**src/mhs_pkg.sv**
```systemverilog
// Package for the motor homing sequencer: codes, payload and state types,
// configuration reset values and the homing phase table.
// No dependencies; mhs_csr, mhs_step and the top level use it.
package mhs_pkg;

   // Width of the elapsed tick counter unless the top level overrides it.
   localparam int TIMER_BITS_DEFAULT = 16;

   // Configuration port geometry.
   localparam int CSR_INDEX_W = 3;
   localparam int CSR_DATA_W  = 16;

   // Configuration register indexes.
   localparam logic [CSR_INDEX_W-1:0] CSR_HEAD_UP_TIMEOUT    = 3'd0;
   localparam logic [CSR_INDEX_W-1:0] CSR_HEAD_DOWN_TIMEOUT  = 3'd1;
   localparam logic [CSR_INDEX_W-1:0] CSR_HOIST_DOWN_TIMEOUT = 3'd2;
   localparam logic [CSR_INDEX_W-1:0] CSR_TILT_TIMEOUT       = 3'd3;
   localparam logic [CSR_INDEX_W-1:0] CSR_RELEASE_PULSE      = 3'd4;
   localparam logic [CSR_INDEX_W-1:0] CSR_BRAKE_HOLD         = 3'd5;
   localparam logic [CSR_INDEX_W-1:0] CSR_RAISE_DUTY         = 3'd6;
   localparam logic [CSR_INDEX_W-1:0] CSR_LOWER_DUTY         = 3'd7;

   // Configuration reset values.
   localparam logic [15:0] RST_HEAD_UP_TIMEOUT    = 16'd5000;
   localparam logic [15:0] RST_HEAD_DOWN_TIMEOUT  = 16'd5000;
   localparam logic [15:0] RST_HOIST_DOWN_TIMEOUT = 16'd5000;
   localparam logic [15:0] RST_TILT_TIMEOUT       = 16'd3000;
   localparam logic [15:0] RST_RELEASE_PULSE      = 16'd100;
   localparam logic [15:0] RST_BRAKE_HOLD         = 16'd100;
   localparam logic [7:0]  RST_RAISE_DUTY         = 8'd210;
   localparam logic [7:0]  RST_LOWER_DUTY         = 8'd75;

   // Command opcodes.
   localparam logic [2:0] OP_NONE        = 3'd0;
   localparam logic [2:0] OP_HOMING      = 3'd1;
   localparam logic [2:0] OP_RAISE_HEAD  = 3'd2;
   localparam logic [2:0] OP_LOWER_HEAD  = 3'd3;
   localparam logic [2:0] OP_LOWER_HOIST = 3'd4;
   localparam logic [2:0] OP_TILT_UP     = 3'd5;
   localparam logic [2:0] OP_ROD_DOWN    = 3'd6;

   // Motion codes, as reported in active_motion.
   localparam logic [2:0] MOT_NONE        = 3'd0;
   localparam logic [2:0] MOT_RAISE_HEAD  = 3'd1;
   localparam logic [2:0] MOT_LOWER_HEAD  = 3'd2;
   localparam logic [2:0] MOT_LOWER_HOIST = 3'd3;
   localparam logic [2:0] MOT_TILT_UP     = 3'd4;
   localparam logic [2:0] MOT_ROD_DOWN    = 3'd5;

   // Run status codes.
   localparam logic [1:0] STAT_IDLE     = 2'd0;
   localparam logic [1:0] STAT_WORKING  = 2'd1;
   localparam logic [1:0] STAT_COMPLETE = 2'd2;
   localparam logic [1:0] STAT_ERROR    = 2'd3;

   // Last phase of the homing sequence.
   localparam logic [2:0] SEQ_LAST_PHASE = 3'd4;

   // Per-motion step.
   typedef enum logic [6:0] {
      STEP_IDLE  = 7'b0000001,
      STEP_WORK  = 7'b0000010,
      STEP_DONE  = 7'b0000100,
      STEP_OK    = 7'b0001000,
      STEP_ERR   = 7'b0010000,
      STEP_PULSE = 7'b0100000,
      STEP_HOLD  = 7'b1000000
   } step_type;

   typedef struct packed {
      logic [15:0] head_up_timeout;
      logic [15:0] head_down_timeout;
      logic [15:0] hoist_down_timeout;
      logic [15:0] tilt_timeout;
      logic [15:0] release_pulse_ticks;
      logic [15:0] brake_hold_ticks;
      logic [7:0]  raise_duty;
      logic [7:0]  lower_duty;
   } cfg_type;

   typedef struct packed {
      logic [2:0] opcode;
      logic       head_up;
      logic       head_down;
      logic       tilt_up;
      logic       rod_down;
      logic       hoist_down;
   } req_type;

   typedef struct packed {
      logic [7:0] hoist_duty;
      logic       hoist_enable;
      logic       hoist_reverse;
      logic       tilt_enable;
      logic       tilt_upward;
      logic       brake_on;
      logic       solenoid_on;
   } drive_type;

   typedef struct packed {
      drive_type  drive;
      logic [1:0] run_status;
      logic [2:0] active_motion;
   } rsp_type;

   typedef struct packed {
      logic [2:0] motion_sel;
      step_type   motion_step;
      logic [2:0] sequence_phase;
      logic       in_sequence;
      drive_type  drive;
   } state_type;

   // Motion run in each phase of the homing sequence.
   function automatic logic [2:0] phase_motion(input logic [2:0] phase);
      logic [2:0] mot;
      unique case (phase)
         3'd0:    mot = MOT_ROD_DOWN;
         3'd1:    mot = MOT_RAISE_HEAD;
         3'd2:    mot = MOT_TILT_UP;
         3'd3:    mot = MOT_ROD_DOWN;
         3'd4:    mot = MOT_LOWER_HOIST;
         default: mot = MOT_NONE;
      endcase
      return mot;
   endfunction

endpackage

```
**src/mhs_if.sv**
```systemverilog
// Valid/ready channel interfaces for tick requests and drive responses.
// Depends on nothing; the top level of the sequencer uses both.
interface mhs_req_if;
   logic       valid;
   logic       ready;
   logic [2:0] opcode;
   logic       head_up;
   logic       head_down;
   logic       tilt_up;
   logic       rod_down;
   logic       hoist_down;

   modport source (output valid, opcode, head_up, head_down, tilt_up, rod_down,
                   hoist_down, input ready);
   modport sink   (input valid, opcode, head_up, head_down, tilt_up, rod_down,
                   hoist_down, output ready);
endinterface

interface mhs_rsp_if;
   logic       valid;
   logic       ready;
   logic [7:0] hoist_duty;
   logic       hoist_enable;
   logic       hoist_reverse;
   logic       tilt_enable;
   logic       tilt_upward;
   logic       brake_on;
   logic       solenoid_on;
   logic [1:0] run_status;
   logic [2:0] active_motion;

   modport source (output valid, hoist_duty, hoist_enable, hoist_reverse, tilt_enable,
                   tilt_upward, brake_on, solenoid_on, run_status, active_motion,
                   input ready);
   modport sink   (input valid, hoist_duty, hoist_enable, hoist_reverse, tilt_enable,
                   tilt_upward, brake_on, solenoid_on, run_status, active_motion,
                   output ready);
endinterface

```
**src/mhs_csr.sv**
```systemverilog
// Configuration register bank of the motor homing sequencer.
// Depends on mhs_pkg for register indexes, reset values and cfg_type.
module mhs_csr (
   input  logic                              clock,
   input  logic                              reset,
   input  logic                              csr_wr_en,
   input  logic [mhs_pkg::CSR_INDEX_W-1:0]   csr_index,
   input  logic [mhs_pkg::CSR_DATA_W-1:0]    csr_wdata,
   output mhs_pkg::cfg_type                  cfg
);

   mhs_pkg::cfg_type cfg_ff;
   mhs_pkg::cfg_type cfg_in;

   // Decode the register index and update the addressed field.
   always_comb begin
      cfg_in = cfg_ff;
      if (csr_wr_en) begin
         unique case (csr_index)
            mhs_pkg::CSR_HEAD_UP_TIMEOUT:    cfg_in.head_up_timeout     = csr_wdata;
            mhs_pkg::CSR_HEAD_DOWN_TIMEOUT:  cfg_in.head_down_timeout   = csr_wdata;
            mhs_pkg::CSR_HOIST_DOWN_TIMEOUT: cfg_in.hoist_down_timeout  = csr_wdata;
            mhs_pkg::CSR_TILT_TIMEOUT:       cfg_in.tilt_timeout        = csr_wdata;
            mhs_pkg::CSR_RELEASE_PULSE:      cfg_in.release_pulse_ticks = csr_wdata;
            mhs_pkg::CSR_BRAKE_HOLD:         cfg_in.brake_hold_ticks    = csr_wdata;
            mhs_pkg::CSR_RAISE_DUTY:         cfg_in.raise_duty          = csr_wdata[7:0];
            mhs_pkg::CSR_LOWER_DUTY:         cfg_in.lower_duty          = csr_wdata[7:0];
            default: ;
         endcase
      end
   end

   // Registers come out of reset with their documented values.
   always_ff @(posedge clock) begin
      if (reset) begin
         cfg_ff.head_up_timeout     <= mhs_pkg::RST_HEAD_UP_TIMEOUT;
         cfg_ff.head_down_timeout   <= mhs_pkg::RST_HEAD_DOWN_TIMEOUT;
         cfg_ff.hoist_down_timeout  <= mhs_pkg::RST_HOIST_DOWN_TIMEOUT;
         cfg_ff.tilt_timeout        <= mhs_pkg::RST_TILT_TIMEOUT;
         cfg_ff.release_pulse_ticks <= mhs_pkg::RST_RELEASE_PULSE;
         cfg_ff.brake_hold_ticks    <= mhs_pkg::RST_BRAKE_HOLD;
         cfg_ff.raise_duty          <= mhs_pkg::RST_RAISE_DUTY;
         cfg_ff.lower_duty          <= mhs_pkg::RST_LOWER_DUTY;
      end else begin
         cfg_ff <= cfg_in;
      end
   end

   assign cfg = cfg_ff;

endmodule

```
**src/mhs_step.sv**
```systemverilog
// Combinational tick logic: next motion state, elapsed count and drive result.
// Depends on mhs_pkg for codes, the phase table and the state types.
module mhs_step #(
   parameter int TIMER_BITS = mhs_pkg::TIMER_BITS_DEFAULT
) (
   input  mhs_pkg::state_type       state_cur,
   input  logic [TIMER_BITS-1:0]    elapsed_cur,
   input  mhs_pkg::req_type         req,
   input  mhs_pkg::cfg_type         cfg,
   output mhs_pkg::state_type       state_nxt,
   output logic [TIMER_BITS-1:0]    elapsed_nxt,
   output mhs_pkg::rsp_type         rsp
);

   // Compares run at the wider of the counter and the 16-bit registers.
   localparam int CmpW = (TIMER_BITS > 16) ? TIMER_BITS : 16;

   mhs_pkg::state_type    st;
   logic [TIMER_BITS-1:0] el;
   logic                  hoist_target;
   logic                  hoist_raise;
   logic                  hoist_skip;
   logic [15:0]           hoist_limit;
   logic                  tilt_target;
   logic                  tilt_dir_up;
   logic                  tilt_need_head;
   logic [1:0]            status;

   // Motion selected after the command of this tick is applied.
   function automatic logic [2:0] st_sel_pre();
      logic [2:0] sel;
      if (req.opcode == mhs_pkg::OP_HOMING) begin
         sel = mhs_pkg::phase_motion(3'd0);
      end else if (req.opcode >= mhs_pkg::OP_RAISE_HEAD &&
                   req.opcode <= mhs_pkg::OP_ROD_DOWN) begin
         sel = req.opcode - 3'd1;
      end else begin
         sel = state_cur.motion_sel;
      end
      return sel;
   endfunction

   // Operand selection for the shared hoist and tilt step logic.
   always_comb begin
      hoist_raise    = (st_sel_pre() == mhs_pkg::MOT_RAISE_HEAD);
      hoist_target   = hoist_raise ? req.head_up : req.hoist_down;
      hoist_skip     = hoist_raise ? (req.head_up | req.tilt_up) : req.hoist_down;
      hoist_limit    = hoist_raise ? cfg.head_up_timeout : cfg.hoist_down_timeout;
      tilt_dir_up    = (st_sel_pre() == mhs_pkg::MOT_TILT_UP);
      tilt_target    = tilt_dir_up ? req.tilt_up : req.rod_down;
      tilt_need_head = tilt_dir_up;
   end

   always_comb begin
      st = state_cur;

      // The counter advances at the start of every tick and saturates.
      el = (elapsed_cur == '1) ? elapsed_cur : elapsed_cur + 1'b1;

      // A command restarts the chosen motion.
      if (req.opcode == mhs_pkg::OP_HOMING) begin
         st.in_sequence    = 1'b1;
         st.sequence_phase = 3'd0;
         st.motion_sel     = mhs_pkg::phase_motion(3'd0);
         st.motion_step    = mhs_pkg::STEP_IDLE;
      end else if (req.opcode >= mhs_pkg::OP_RAISE_HEAD &&
                   req.opcode <= mhs_pkg::OP_ROD_DOWN) begin
         st.in_sequence    = 1'b0;
         st.sequence_phase = 3'd0;
         st.motion_sel     = req.opcode - 3'd1;
         st.motion_step    = mhs_pkg::STEP_IDLE;
      end

      // Poll the current motion.
      unique case (st.motion_sel) inside
         mhs_pkg::MOT_RAISE_HEAD, mhs_pkg::MOT_LOWER_HOIST: begin
            unique case (st.motion_step)
               mhs_pkg::STEP_IDLE: begin
                  if (hoist_skip) begin
                     st.motion_step = mhs_pkg::STEP_DONE;
                  end else begin
                     el = '0;
                     st.drive.hoist_duty    = hoist_raise ? cfg.raise_duty : cfg.lower_duty;
                     st.drive.hoist_reverse = ~hoist_raise;
                     st.drive.hoist_enable  = 1'b1;
                     st.motion_step         = mhs_pkg::STEP_WORK;
                  end
               end
               mhs_pkg::STEP_WORK: begin
                  if (hoist_target) begin
                     st.motion_step = mhs_pkg::STEP_DONE;
                  end else if (CmpW'(el) > CmpW'(hoist_limit)) begin
                     st.motion_step        = mhs_pkg::STEP_ERR;
                     st.drive.hoist_duty   = '0;
                     st.drive.hoist_enable = 1'b0;
                     st.drive.tilt_enable  = 1'b0;
                     st.drive.brake_on     = 1'b0;
                  end
               end
               mhs_pkg::STEP_DONE: begin
                  st.drive.hoist_enable = 1'b0;
                  st.drive.hoist_duty   = '0;
                  st.motion_step        = mhs_pkg::STEP_OK;
               end
               default: ;
            endcase
         end
         mhs_pkg::MOT_LOWER_HEAD: begin
            unique case (st.motion_step)
               mhs_pkg::STEP_IDLE: begin
                  if (req.head_down) begin
                     st.motion_step = mhs_pkg::STEP_DONE;
                  end else begin
                     el = '0;
                     // A zero-length pulse ends on the tick that starts it.
                     if (cfg.release_pulse_ticks == '0) begin
                        st.drive.solenoid_on = 1'b0;
                        st.motion_step       = mhs_pkg::STEP_WORK;
                     end else begin
                        st.drive.solenoid_on = 1'b1;
                        st.motion_step       = mhs_pkg::STEP_PULSE;
                     end
                  end
               end
               mhs_pkg::STEP_PULSE: begin
                  if (CmpW'(el) >= CmpW'(cfg.release_pulse_ticks)) begin
                     st.drive.solenoid_on = 1'b0;
                     st.motion_step       = mhs_pkg::STEP_WORK;
                  end
               end
               mhs_pkg::STEP_WORK: begin
                  if (req.head_down) begin
                     st.motion_step = mhs_pkg::STEP_DONE;
                  end else if (CmpW'(el) > CmpW'(cfg.head_down_timeout)) begin
                     st.motion_step        = mhs_pkg::STEP_ERR;
                     st.drive.hoist_duty   = '0;
                     st.drive.hoist_enable = 1'b0;
                     st.drive.tilt_enable  = 1'b0;
                     st.drive.brake_on     = 1'b0;
                  end
               end
               mhs_pkg::STEP_DONE: begin
                  st.motion_step = mhs_pkg::STEP_OK;
               end
               default: ;
            endcase
         end
         mhs_pkg::MOT_TILT_UP, mhs_pkg::MOT_ROD_DOWN: begin
            unique case (st.motion_step)
               mhs_pkg::STEP_IDLE: begin
                  if (tilt_target) begin
                     st.motion_step = mhs_pkg::STEP_DONE;
                  end else if (tilt_need_head && !req.head_up) begin
                     st.motion_step = mhs_pkg::STEP_ERR;
                  end else begin
                     el = '0;
                     st.drive.tilt_upward = tilt_dir_up;
                     st.drive.tilt_enable = 1'b1;
                     st.motion_step       = mhs_pkg::STEP_WORK;
                  end
               end
               mhs_pkg::STEP_WORK: begin
                  if (tilt_target) begin
                     st.motion_step = mhs_pkg::STEP_DONE;
                  end else if (CmpW'(el) > CmpW'(cfg.tilt_timeout)) begin
                     st.motion_step        = mhs_pkg::STEP_ERR;
                     st.drive.hoist_duty   = '0;
                     st.drive.hoist_enable = 1'b0;
                     st.drive.tilt_enable  = 1'b0;
                     st.drive.brake_on     = 1'b0;
                  end
               end
               mhs_pkg::STEP_DONE: begin
                  // The hold timer restarts; the brake goes on unless a zero hold ends at once.
                  el = '0;
                  if (cfg.brake_hold_ticks == '0) begin
                     st.drive.tilt_enable = 1'b0;
                     st.drive.brake_on    = 1'b0;
                     st.motion_step       = mhs_pkg::STEP_OK;
                  end else begin
                     st.drive.brake_on = 1'b1;
                     st.motion_step    = mhs_pkg::STEP_HOLD;
                  end
               end
               mhs_pkg::STEP_HOLD: begin
                  if (CmpW'(el) >= CmpW'(cfg.brake_hold_ticks)) begin
                     st.drive.tilt_enable = 1'b0;
                     st.drive.brake_on    = 1'b0;
                     st.motion_step       = mhs_pkg::STEP_OK;
                  end
               end
               default: ;
            endcase
         end
         default: begin
            st.motion_sel  = mhs_pkg::MOT_NONE;
            st.motion_step = mhs_pkg::STEP_IDLE;
         end
      endcase

      // Homing sequence hand-over and stop.
      if (st.in_sequence) begin
         if (st.motion_step == mhs_pkg::STEP_OK &&
             st.sequence_phase < mhs_pkg::SEQ_LAST_PHASE) begin
            st.sequence_phase = st.sequence_phase + 3'd1;
            st.motion_sel     = mhs_pkg::phase_motion(st.sequence_phase);
            st.motion_step    = mhs_pkg::STEP_IDLE;
         end else if (st.motion_step == mhs_pkg::STEP_OK ||
                      st.motion_step == mhs_pkg::STEP_ERR) begin
            st.in_sequence = 1'b0;
         end
      end
   end

   // Status as seen after this tick.
   always_comb begin
      unique case (st.motion_step)
         mhs_pkg::STEP_IDLE: status = st.in_sequence ? mhs_pkg::STAT_WORKING
                                                     : mhs_pkg::STAT_IDLE;
         mhs_pkg::STEP_OK:   status = mhs_pkg::STAT_COMPLETE;
         mhs_pkg::STEP_ERR:  status = mhs_pkg::STAT_ERROR;
         default:            status = mhs_pkg::STAT_WORKING;
      endcase
   end

   assign state_nxt         = st;
   assign elapsed_nxt       = el;
   assign rsp.drive         = st.drive;
   assign rsp.run_status    = status;
   assign rsp.active_motion = st.motion_sel;

endmodule

```
**src/motor_homing_sequencer.sv**
```systemverilog
// Top level of the motor homing sequencer: input register, motion state,
// result register and configuration bank. Depends on mhs_pkg, mhs_if.sv,
// mhs_csr and mhs_step.
//
// Each accepted request is one timer tick and yields exactly one response
// carrying the drive levels, run status and active motion after that tick.
// The block takes one tick per clock cycle while the output side is not stalled:
// a request is captured in an input register, evaluated by a single pass of
// compare-and-update logic against the motion state, and the response is held in
// an output register. Motion state only advances when a response is written,
// so a stalled output holds both registers full and drops ready. The elapsed
// tick counter is TIMER_BITS wide and saturates at its maximum.
// Configuration registers should be written only when no tick is in
// flight; they reset to their documented values and need no start-up pass.
module motor_homing_sequencer #(
   parameter int TIMER_BITS = mhs_pkg::TIMER_BITS_DEFAULT
) (
   input  logic                              clock,
   input  logic                              reset,
   mhs_req_if.sink                           req_chan,
   mhs_rsp_if.source                         rsp_chan,
   input  logic                              csr_wr_en,
   input  logic [mhs_pkg::CSR_INDEX_W-1:0]   csr_index,
   input  logic [mhs_pkg::CSR_DATA_W-1:0]    csr_wdata
);

   mhs_pkg::cfg_type      cfg;
   mhs_pkg::req_type      req_pay;
   mhs_pkg::req_type      in_ff;
   logic                  in_vld_ff;
   mhs_pkg::state_type    state_ff;
   mhs_pkg::state_type    state_in;
   logic [TIMER_BITS-1:0] elapsed_ff;
   logic [TIMER_BITS-1:0] elapsed_in;
   mhs_pkg::rsp_type      rsp_in;
   mhs_pkg::rsp_type      rsp_ff;
   logic                  rsp_vld_ff;
   logic                  advance;
   logic                  req_take;

   mhs_csr u_csr (
      .clock     (clock),
      .reset     (reset),
      .csr_wr_en (csr_wr_en),
      .csr_index (csr_index),
      .csr_wdata (csr_wdata),
      .cfg       (cfg)
   );

   mhs_step #(
      .TIMER_BITS (TIMER_BITS)
   ) u_step (
      .state_cur   (state_ff),
      .elapsed_cur (elapsed_ff),
      .req         (in_ff),
      .cfg         (cfg),
      .state_nxt   (state_in),
      .elapsed_nxt (elapsed_in),
      .rsp         (rsp_in)
   );

   // Request payload gathered from the channel.
   assign req_pay.opcode     = req_chan.opcode;
   assign req_pay.head_up    = req_chan.head_up;
   assign req_pay.head_down  = req_chan.head_down;
   assign req_pay.tilt_up    = req_chan.tilt_up;
   assign req_pay.rod_down   = req_chan.rod_down;
   assign req_pay.hoist_down = req_chan.hoist_down;

   // The held tick is evaluated when the output register is free or draining.
   assign advance        = in_vld_ff && (!rsp_vld_ff || rsp_chan.ready);
   assign req_chan.ready = !in_vld_ff || advance;
   assign req_take       = req_chan.valid && req_chan.ready;

   // Input register.
   always_ff @(posedge clock) begin
      if (reset) begin
         in_vld_ff <= 1'b0;
      end else if (req_chan.ready) begin
         in_vld_ff <= req_chan.valid;
      end
   end

   always_ff @(posedge clock) begin
      if (req_take) begin
         in_ff <= req_pay;
      end
   end

   // Motion state and elapsed counter move once per evaluated tick.
   always_ff @(posedge clock) begin
      if (reset) begin
         state_ff.motion_sel     <= mhs_pkg::MOT_NONE;
         state_ff.motion_step    <= mhs_pkg::STEP_IDLE;
         state_ff.sequence_phase <= '0;
         state_ff.in_sequence    <= 1'b0;
         state_ff.drive          <= '0;
         elapsed_ff              <= '0;
      end else if (advance) begin
         state_ff   <= state_in;
         elapsed_ff <= elapsed_in;
      end
   end

   // Output register.
   always_ff @(posedge clock) begin
      if (reset) begin
         rsp_vld_ff <= 1'b0;
      end else if (advance) begin
         rsp_vld_ff <= 1'b1;
      end else if (rsp_chan.ready) begin
         rsp_vld_ff <= 1'b0;
      end
   end

   always_ff @(posedge clock) begin
      if (advance) begin
         rsp_ff <= rsp_in;
      end
   end

   assign rsp_chan.valid         = rsp_vld_ff;
   assign rsp_chan.hoist_duty    = rsp_ff.drive.hoist_duty;
   assign rsp_chan.hoist_enable  = rsp_ff.drive.hoist_enable;
   assign rsp_chan.hoist_reverse = rsp_ff.drive.hoist_reverse;
   assign rsp_chan.tilt_enable   = rsp_ff.drive.tilt_enable;
   assign rsp_chan.tilt_upward   = rsp_ff.drive.tilt_upward;
   assign rsp_chan.brake_on      = rsp_ff.drive.brake_on;
   assign rsp_chan.solenoid_on   = rsp_ff.drive.solenoid_on;
   assign rsp_chan.run_status    = rsp_ff.run_status;
   assign rsp_chan.active_motion = rsp_ff.active_motion;

endmodule
```
**src/flat_wrapper.sv**
```systemverilog
// flat-port wrapper written by rule: the top's interface ports become plain ports
module motor_homing_sequencer_flat 
#(
   parameter int TIMER_BITS = mhs_pkg::TIMER_BITS_DEFAULT
)
  (clock, reset, csr_wr_en, csr_index, csr_wdata, req_chan_valid, req_chan_opcode, req_chan_head_up, req_chan_head_down, req_chan_tilt_up, req_chan_rod_down, req_chan_hoist_down, req_chan_ready, rsp_chan_valid, rsp_chan_hoist_duty, rsp_chan_hoist_enable, rsp_chan_hoist_reverse, rsp_chan_tilt_enable, rsp_chan_tilt_upward, rsp_chan_brake_on, rsp_chan_solenoid_on, rsp_chan_run_status, rsp_chan_active_motion, rsp_chan_ready);
  mhs_req_if req_chan_i ();
  mhs_rsp_if rsp_chan_i ();
  input  logic clock;
  input  logic reset;
  input  logic csr_wr_en;
  input  logic [mhs_pkg::CSR_INDEX_W-1:0] csr_index;
  input  logic [mhs_pkg::CSR_DATA_W-1:0] csr_wdata;
  input wire logic [$bits(req_chan_i.valid)-1:0] req_chan_valid;
  input wire logic [$bits(req_chan_i.opcode)-1:0] req_chan_opcode;
  input wire logic [$bits(req_chan_i.head_up)-1:0] req_chan_head_up;
  input wire logic [$bits(req_chan_i.head_down)-1:0] req_chan_head_down;
  input wire logic [$bits(req_chan_i.tilt_up)-1:0] req_chan_tilt_up;
  input wire logic [$bits(req_chan_i.rod_down)-1:0] req_chan_rod_down;
  input wire logic [$bits(req_chan_i.hoist_down)-1:0] req_chan_hoist_down;
  output wire logic [$bits(req_chan_i.ready)-1:0] req_chan_ready;
  output wire logic [$bits(rsp_chan_i.valid)-1:0] rsp_chan_valid;
  output wire logic [$bits(rsp_chan_i.hoist_duty)-1:0] rsp_chan_hoist_duty;
  output wire logic [$bits(rsp_chan_i.hoist_enable)-1:0] rsp_chan_hoist_enable;
  output wire logic [$bits(rsp_chan_i.hoist_reverse)-1:0] rsp_chan_hoist_reverse;
  output wire logic [$bits(rsp_chan_i.tilt_enable)-1:0] rsp_chan_tilt_enable;
  output wire logic [$bits(rsp_chan_i.tilt_upward)-1:0] rsp_chan_tilt_upward;
  output wire logic [$bits(rsp_chan_i.brake_on)-1:0] rsp_chan_brake_on;
  output wire logic [$bits(rsp_chan_i.solenoid_on)-1:0] rsp_chan_solenoid_on;
  output wire logic [$bits(rsp_chan_i.run_status)-1:0] rsp_chan_run_status;
  output wire logic [$bits(rsp_chan_i.active_motion)-1:0] rsp_chan_active_motion;
  input wire logic [$bits(rsp_chan_i.ready)-1:0] rsp_chan_ready;
  assign req_chan_i.valid = req_chan_valid;
  assign req_chan_i.opcode = req_chan_opcode;
  assign req_chan_i.head_up = req_chan_head_up;
  assign req_chan_i.head_down = req_chan_head_down;
  assign req_chan_i.tilt_up = req_chan_tilt_up;
  assign req_chan_i.rod_down = req_chan_rod_down;
  assign req_chan_i.hoist_down = req_chan_hoist_down;
  assign req_chan_ready = req_chan_i.ready;
  assign rsp_chan_valid = rsp_chan_i.valid;
  assign rsp_chan_hoist_duty = rsp_chan_i.hoist_duty;
  assign rsp_chan_hoist_enable = rsp_chan_i.hoist_enable;
  assign rsp_chan_hoist_reverse = rsp_chan_i.hoist_reverse;
  assign rsp_chan_tilt_enable = rsp_chan_i.tilt_enable;
  assign rsp_chan_tilt_upward = rsp_chan_i.tilt_upward;
  assign rsp_chan_brake_on = rsp_chan_i.brake_on;
  assign rsp_chan_solenoid_on = rsp_chan_i.solenoid_on;
  assign rsp_chan_run_status = rsp_chan_i.run_status;
  assign rsp_chan_active_motion = rsp_chan_i.active_motion;
  assign rsp_chan_i.ready = rsp_chan_ready;
  motor_homing_sequencer #(.TIMER_BITS(TIMER_BITS)) u_core (.clock(clock), .reset(reset), .req_chan(req_chan_i), .rsp_chan(rsp_chan_i), .csr_wr_en(csr_wr_en), .csr_index(csr_index), .csr_wdata(csr_wdata));
endmodule
```
**config.mk**
```make
export PLATFORM = sky130hd
export DESIGN_NAME = motor_homing_sequencer_flat
export DESIGN_NICKNAME = d
export VERILOG_FILES = /design/src/mhs_pkg.sv /design/src/mhs_if.sv /design/src/mhs_csr.sv /design/src/mhs_step.sv /design/src/motor_homing_sequencer.sv /design/src/flat_wrapper.sv
export SDC_FILE = /design/constraint.sdc
export NUM_CORES = 1
export LEC_CHECK = 0
export BUFFER_PORTS_ARGS = -buffer_cell sky130_fd_sc_hd__buf_2
export CAP_MARGIN = 40
export CORE_UTILIZATION = 53
export DETAILED_ROUTE_END_ITERATION = 10
export GPL_TIMING_DRIVEN = 0
export PLACE_DENSITY = 0.7
export SLEW_MARGIN = 10
export SYNTH_ARGS = -nofsm -noshare
export SYNTH_HDL_FRONTEND = slang
export SYNTH_HIERARCHICAL = 1
export SYNTH_SLANG_ARGS = --single-unit
export TNS_END_PERCENT = 1
```
**constraint.sdc**
```tcl
create_clock -name clock -period 13.3 [get_ports clock]
set_input_delay 1.33 -clock clock [delete_from_list [all_inputs] [get_ports clock]]
set_output_delay 1.33 -clock clock [all_outputs]
set_load 0.1 [all_outputs]
```
==> flow_results.org <==
** Layout
- The net count of the finished layout is 1471.
- In the layout the commonest cells are nand2b_1 (188), mux2i_1 (180), dfxtp_1 (158), nor2_1 (96), ha_1 (90).
- Count of filler cells inserted in the layout :: 1888
- Relative to the synthesized area, the layout overhead comes to 10.2%.
- Cells with a size suffix above 1 make up 10.5% of the layout.
- 0 antenna diodes ended up in the layout.
- Final Util :: 60.3%
- Leading cell type in the layout, fill and taps excluded :: nand2b_1
- After the flow finishes, the layout carries non-filler instances totaling 1637.
- Design Area, Final :: 12900 um2

** STA
- In the final timing run, aggregate negative setup slack is 0 ps.
- Subtracting the final worst setup slack from the clock period gives 7140 ps.
- Unrepaired setup endpoints after global routing :: false
- The final hold violation count is 0.
- The worst path uses 53.7% of the clock period.
- Achievable frequency :: 140 MHz
- Worst max-slew margin expressed relative to the limit :: 37.6%
- Across the routed clock network, the largest skew measured is 18.4 ps.
- Measured slew at the worst slew-check pin :: 929 ps
- Number of max-slew violations in the final report :: 0
- Final setup violation count :: 0
- Across all hold checks on the routed design, the worst slack comes to 476 ps.

** Run status
- Result of the run :: finished clean

** Synthesis
- Total number of yosys warnings :: 6
- Each instance of the synthesized netlist takes up on average 9.13 um2.
- Synthesized netlist net count :: 1403
- Most used DFF post-synth :: dfxtp_1
- Cell types with the largest area share after synthesis :: dfxtp_1 (27%), mux2i_1 (15%), nand2b_1 (10%), ha_1 (9.6%), edfxtp_1 (6.9%)
- The share of synthesized area in the top cell type comes to 27.0%.
- Gate count after technology mapping :: 1281
- Sequential cell area fraction in the yosys report :: 34.0%
- The synthesized design contains 185 register bits.
- The netlist uses 81 different library cells.
- After synthesis, the share of flip-flops with an asynchronous set or reset is 0%.
- Of all cell types, the one taking the most synthesized area is dfxtp_1.
- Post-synth design cell area :: 11700 um2
- Post-synth EDFFs :: 27

** CTS
- Number of buffers added by the clock tree synthesis step :: 17
- H-tree level count :: 4
- The tree is rooted in a clkbuf_16.
- TritonCTS built the clock tree.
- Buffer depth of the longest clock path :: 2
- The clock net in this run drives a total of 185 sinks.
- Hold bufs inserted after CTS :: 0
- Clock network latency to the later pin of the worst-skew pair :: 450 ps
- Number of setup buffers added after CTS :: 0
- Clock slew seen by the registers of the worst setup and hold paths :: 80 ps
- Post-cts repair resize count :: 0

** Floorplanning
- Placeable core area :: 21400 um2
- From bottom edge to top edge, the die measures 151 um.
- The die is 151 um wide.
- Starting utilization of the core area :: 54.8%
- 53 I/O pins were placed.
- The floorplan step defined a die boundary enclosing 22700 um2.
- The initialized floorplan defines 53 standard-cell rows.

** Worst setup path
- Critical path arrival :: 7460 ps
- STA classifies the critical path endpoint as a flop.
- Number of buffer and inverter instances along the worst setup path :: 5
- Of all nets on the critical path, the largest fanout is 10.
- Worst EP required :: 13630 ps
- For flop-to-flop paths, the worst setup slack is 6160 ps.
- Grouping stages by cell kind, the critical path spends the most delay in simple AND/OR/NAND/NOR gates.
- Cell chain of the critical path :: inv_1 > ha_1 > or3_4 > a21oi_1 > nor2_1 > clkbuf_1 > nor3_1 > clkbuf_1 > mux2i_1 > ha_1 > nand4_1 > nor3_1 > a21boi_0 > o31a_1 > a211oi_2 > o41ai_2 > nand4_1 > or4_1 > buf_2 > nor3_4 > mux2_4 > buf_4 > nand2b_1 > mux2i_1
- Slowest cell on crit path :: clkbuf_1
- Crit path launch type :: flop
- Type of the worst setup path :: flop to flop
- Worst stage delay on the critical path :: 660 ps

** Placed design
- Sum of net half-perimeters after detailed placement :: 23600 um
- In this run the cell area measured after placement is 12300 um2.
- The count of buffers added on input and output ports is 47.
- Final weighted congestion in routability-driven placement :: 0.927
- In this run, placement finished with an instance count of 1605.

** Pwr
- Power spread over the standard cell area amounts to 102 nW/um2.
- In this run the static leakage power is 5.71 nW.
- Maximum ir drop on the vdd rail :: 0.0000802 V

** Routing
- The pre-antenna-repair detailed-routing pass consisted of 5 iterations.
- The count of nets left with antenna violations once routing finished came out at 0.
- In the routed design, unresolved DRC markers number 0.
- Detailed routing inserted a total of 9443 vias.
- Routed WL :: 30800 um
- Mean routed wirelength per cell :: 18.8 um
- Via density per instance :: 5.77
- The first routing iteration left 570 violations.

** GRT
- The initial antenna violation count came to 0.
- Overflow left after global routing :: 0
- For met1 alone, demand over resource in global routing was 38.5%.
- In the global route stage, met3 resource usage came out at 3.76%.
- First-pass GRT wire length :: 48300 um
- Entering global routing, the biggest net connects 29 pins.
- Most congested layer reported by global routing :: met2
- Vias in the first global route :: 9035
- GR met2 Demand/Resource :: 46.3%
- Global routing used 28.1% of the available tracks across all layers.

** Min path
- In this run the worst hold path is classified as flop to flop.

** Run
- Max-cap check violation count :: 0
## sequential cells by signal, indices dropped and copies added (netlist names), 2 cells and up
register,cells
u_core/u_csr/cfg,112
u_core/in_ff,8
u_core/rsp_chan.hoist_duty,8
u_core/elapsed_ff,16
u_core/rsp_chan.active_motion,3
u_core/rsp_chan.run_status,2
u_core/state_ff,28
## worst register-to-register path, cell delays in order, from the launching register on
cell,delay (ps)
edfxtp_1,450
inv_1,130
ha_1,280
or3_4,350
a21oi_1,200
nor2_1,80
clkbuf_1,260
nor3_1,470
clkbuf_1,670
mux2i_1,250
ha_1,320
nand4_1,140
nor3_1,350
a21boi_0,250
o31a_1,340
a211oi_2,130
o41ai_2,340
nand4_1,180
or4_1,580
buf_2,190
nor3_4,440
mux2_4,350
buf_4,130
nand2b_1,60
mux2i_1,70
## kinds of logic after synthesis
logic type,Yosys count,synth area share [%]
AND/OR/NAND/NOR,477,22.7
buffers and inverters,164,7.07
AO/OA/AOI/OAI,168,9.75
flip-flops,185,34.0
multiplexers,186,16.0
adder cells (fa/ha/maj),90,9.63
XOR/XNOR,11,0.824
## report_power, final
| part | internal [mW] | switching (mW) |
|---|---|---|
| Sequential | 0.582 | 0.0100 |
| Clock | 0.256 | 0.265 |
| Combinational | 0.0709 | 0.134 |
## layer usage
layer / wire (um) / vias up
li1: - / 4606
met1: 14600 / 4557
met2: 14300 / 249
met3: 1430 / 31
met4: 449 / 0
met5: 0 / -
## per-stage QoR
step | worst slack (ps) | power, mW
after floorplan | 7680 | 0.751
after global placement | 6380 | 0.803
after detailed placement | 6250 | 0.806
after CTS | 6210 | 1.32
after global routing | 5780 | 1.37
final | 6160 | 1.32
## area by class of cell
cell class                      instances  area (um2)  area share [%]
Clock buffer                           18         429            3.33
Clock inverter                         14         173            1.34
Timing Repair Buffer                   49         244            1.89
Tap cell                              275         344            2.67
Inverter                               85         319            2.48
Multi-Input combinational cell        932        6890            53.5
Buffer                                 79         508            3.94
Sequential cell                       185        3970            30.8
## worst paths after layout
path	start	end	cells past startpoint
setup / recovery	u_core/in_ff[5]$_DFFE_PP_	u_core/state_ff[26]$_SDFFE_PP0P_	24
hold / removal	u_core/u_csr/cfg[82]$_SDFFE_PP0P_	u_core/u_csr/cfg[82]$_SDFFE_PP0P_	2
setup reg to reg	u_core/in_ff[5]$_DFFE_PP_	u_core/state_ff[26]$_SDFFE_PP0P_	24
hold reg to reg	u_core/u_csr/cfg[82]$_SDFFE_PP0P_	u_core/u_csr/cfg[82]$_SDFFE_PP0P_	2
## cell usage after synthesis (3+ instances only)
cell type	instances
a211oi_1	6
a21boi_0	6
a21o_1	11
a21oi_1	46
a221oi_1	3
a311oi_1	3
a31oi_1	3
and2_1	8
and3_1	6
buf_12	6
buf_2	13
buf_4	20
buf_6	3
clkbuf_1	37
dfxtp_1	158
edfxtp_1	27
ha_1	90
inv_1	85
mux2_2	3
mux2i_1	180
nand2_1	51
nand2b_1	188
nand3_1	28
nand4_1	28
nand4b_1	4
nor2_1	96
nor2b_1	19
nor3_1	14
nor4_1	11
o2111ai_1	4
o211ai_1	7
o21a_1	3
o21ai_0	28
o22ai_1	14
o31ai_1	4
xnor2_1	7
xor2_1	4
Power figures use the tool's default switching activity.
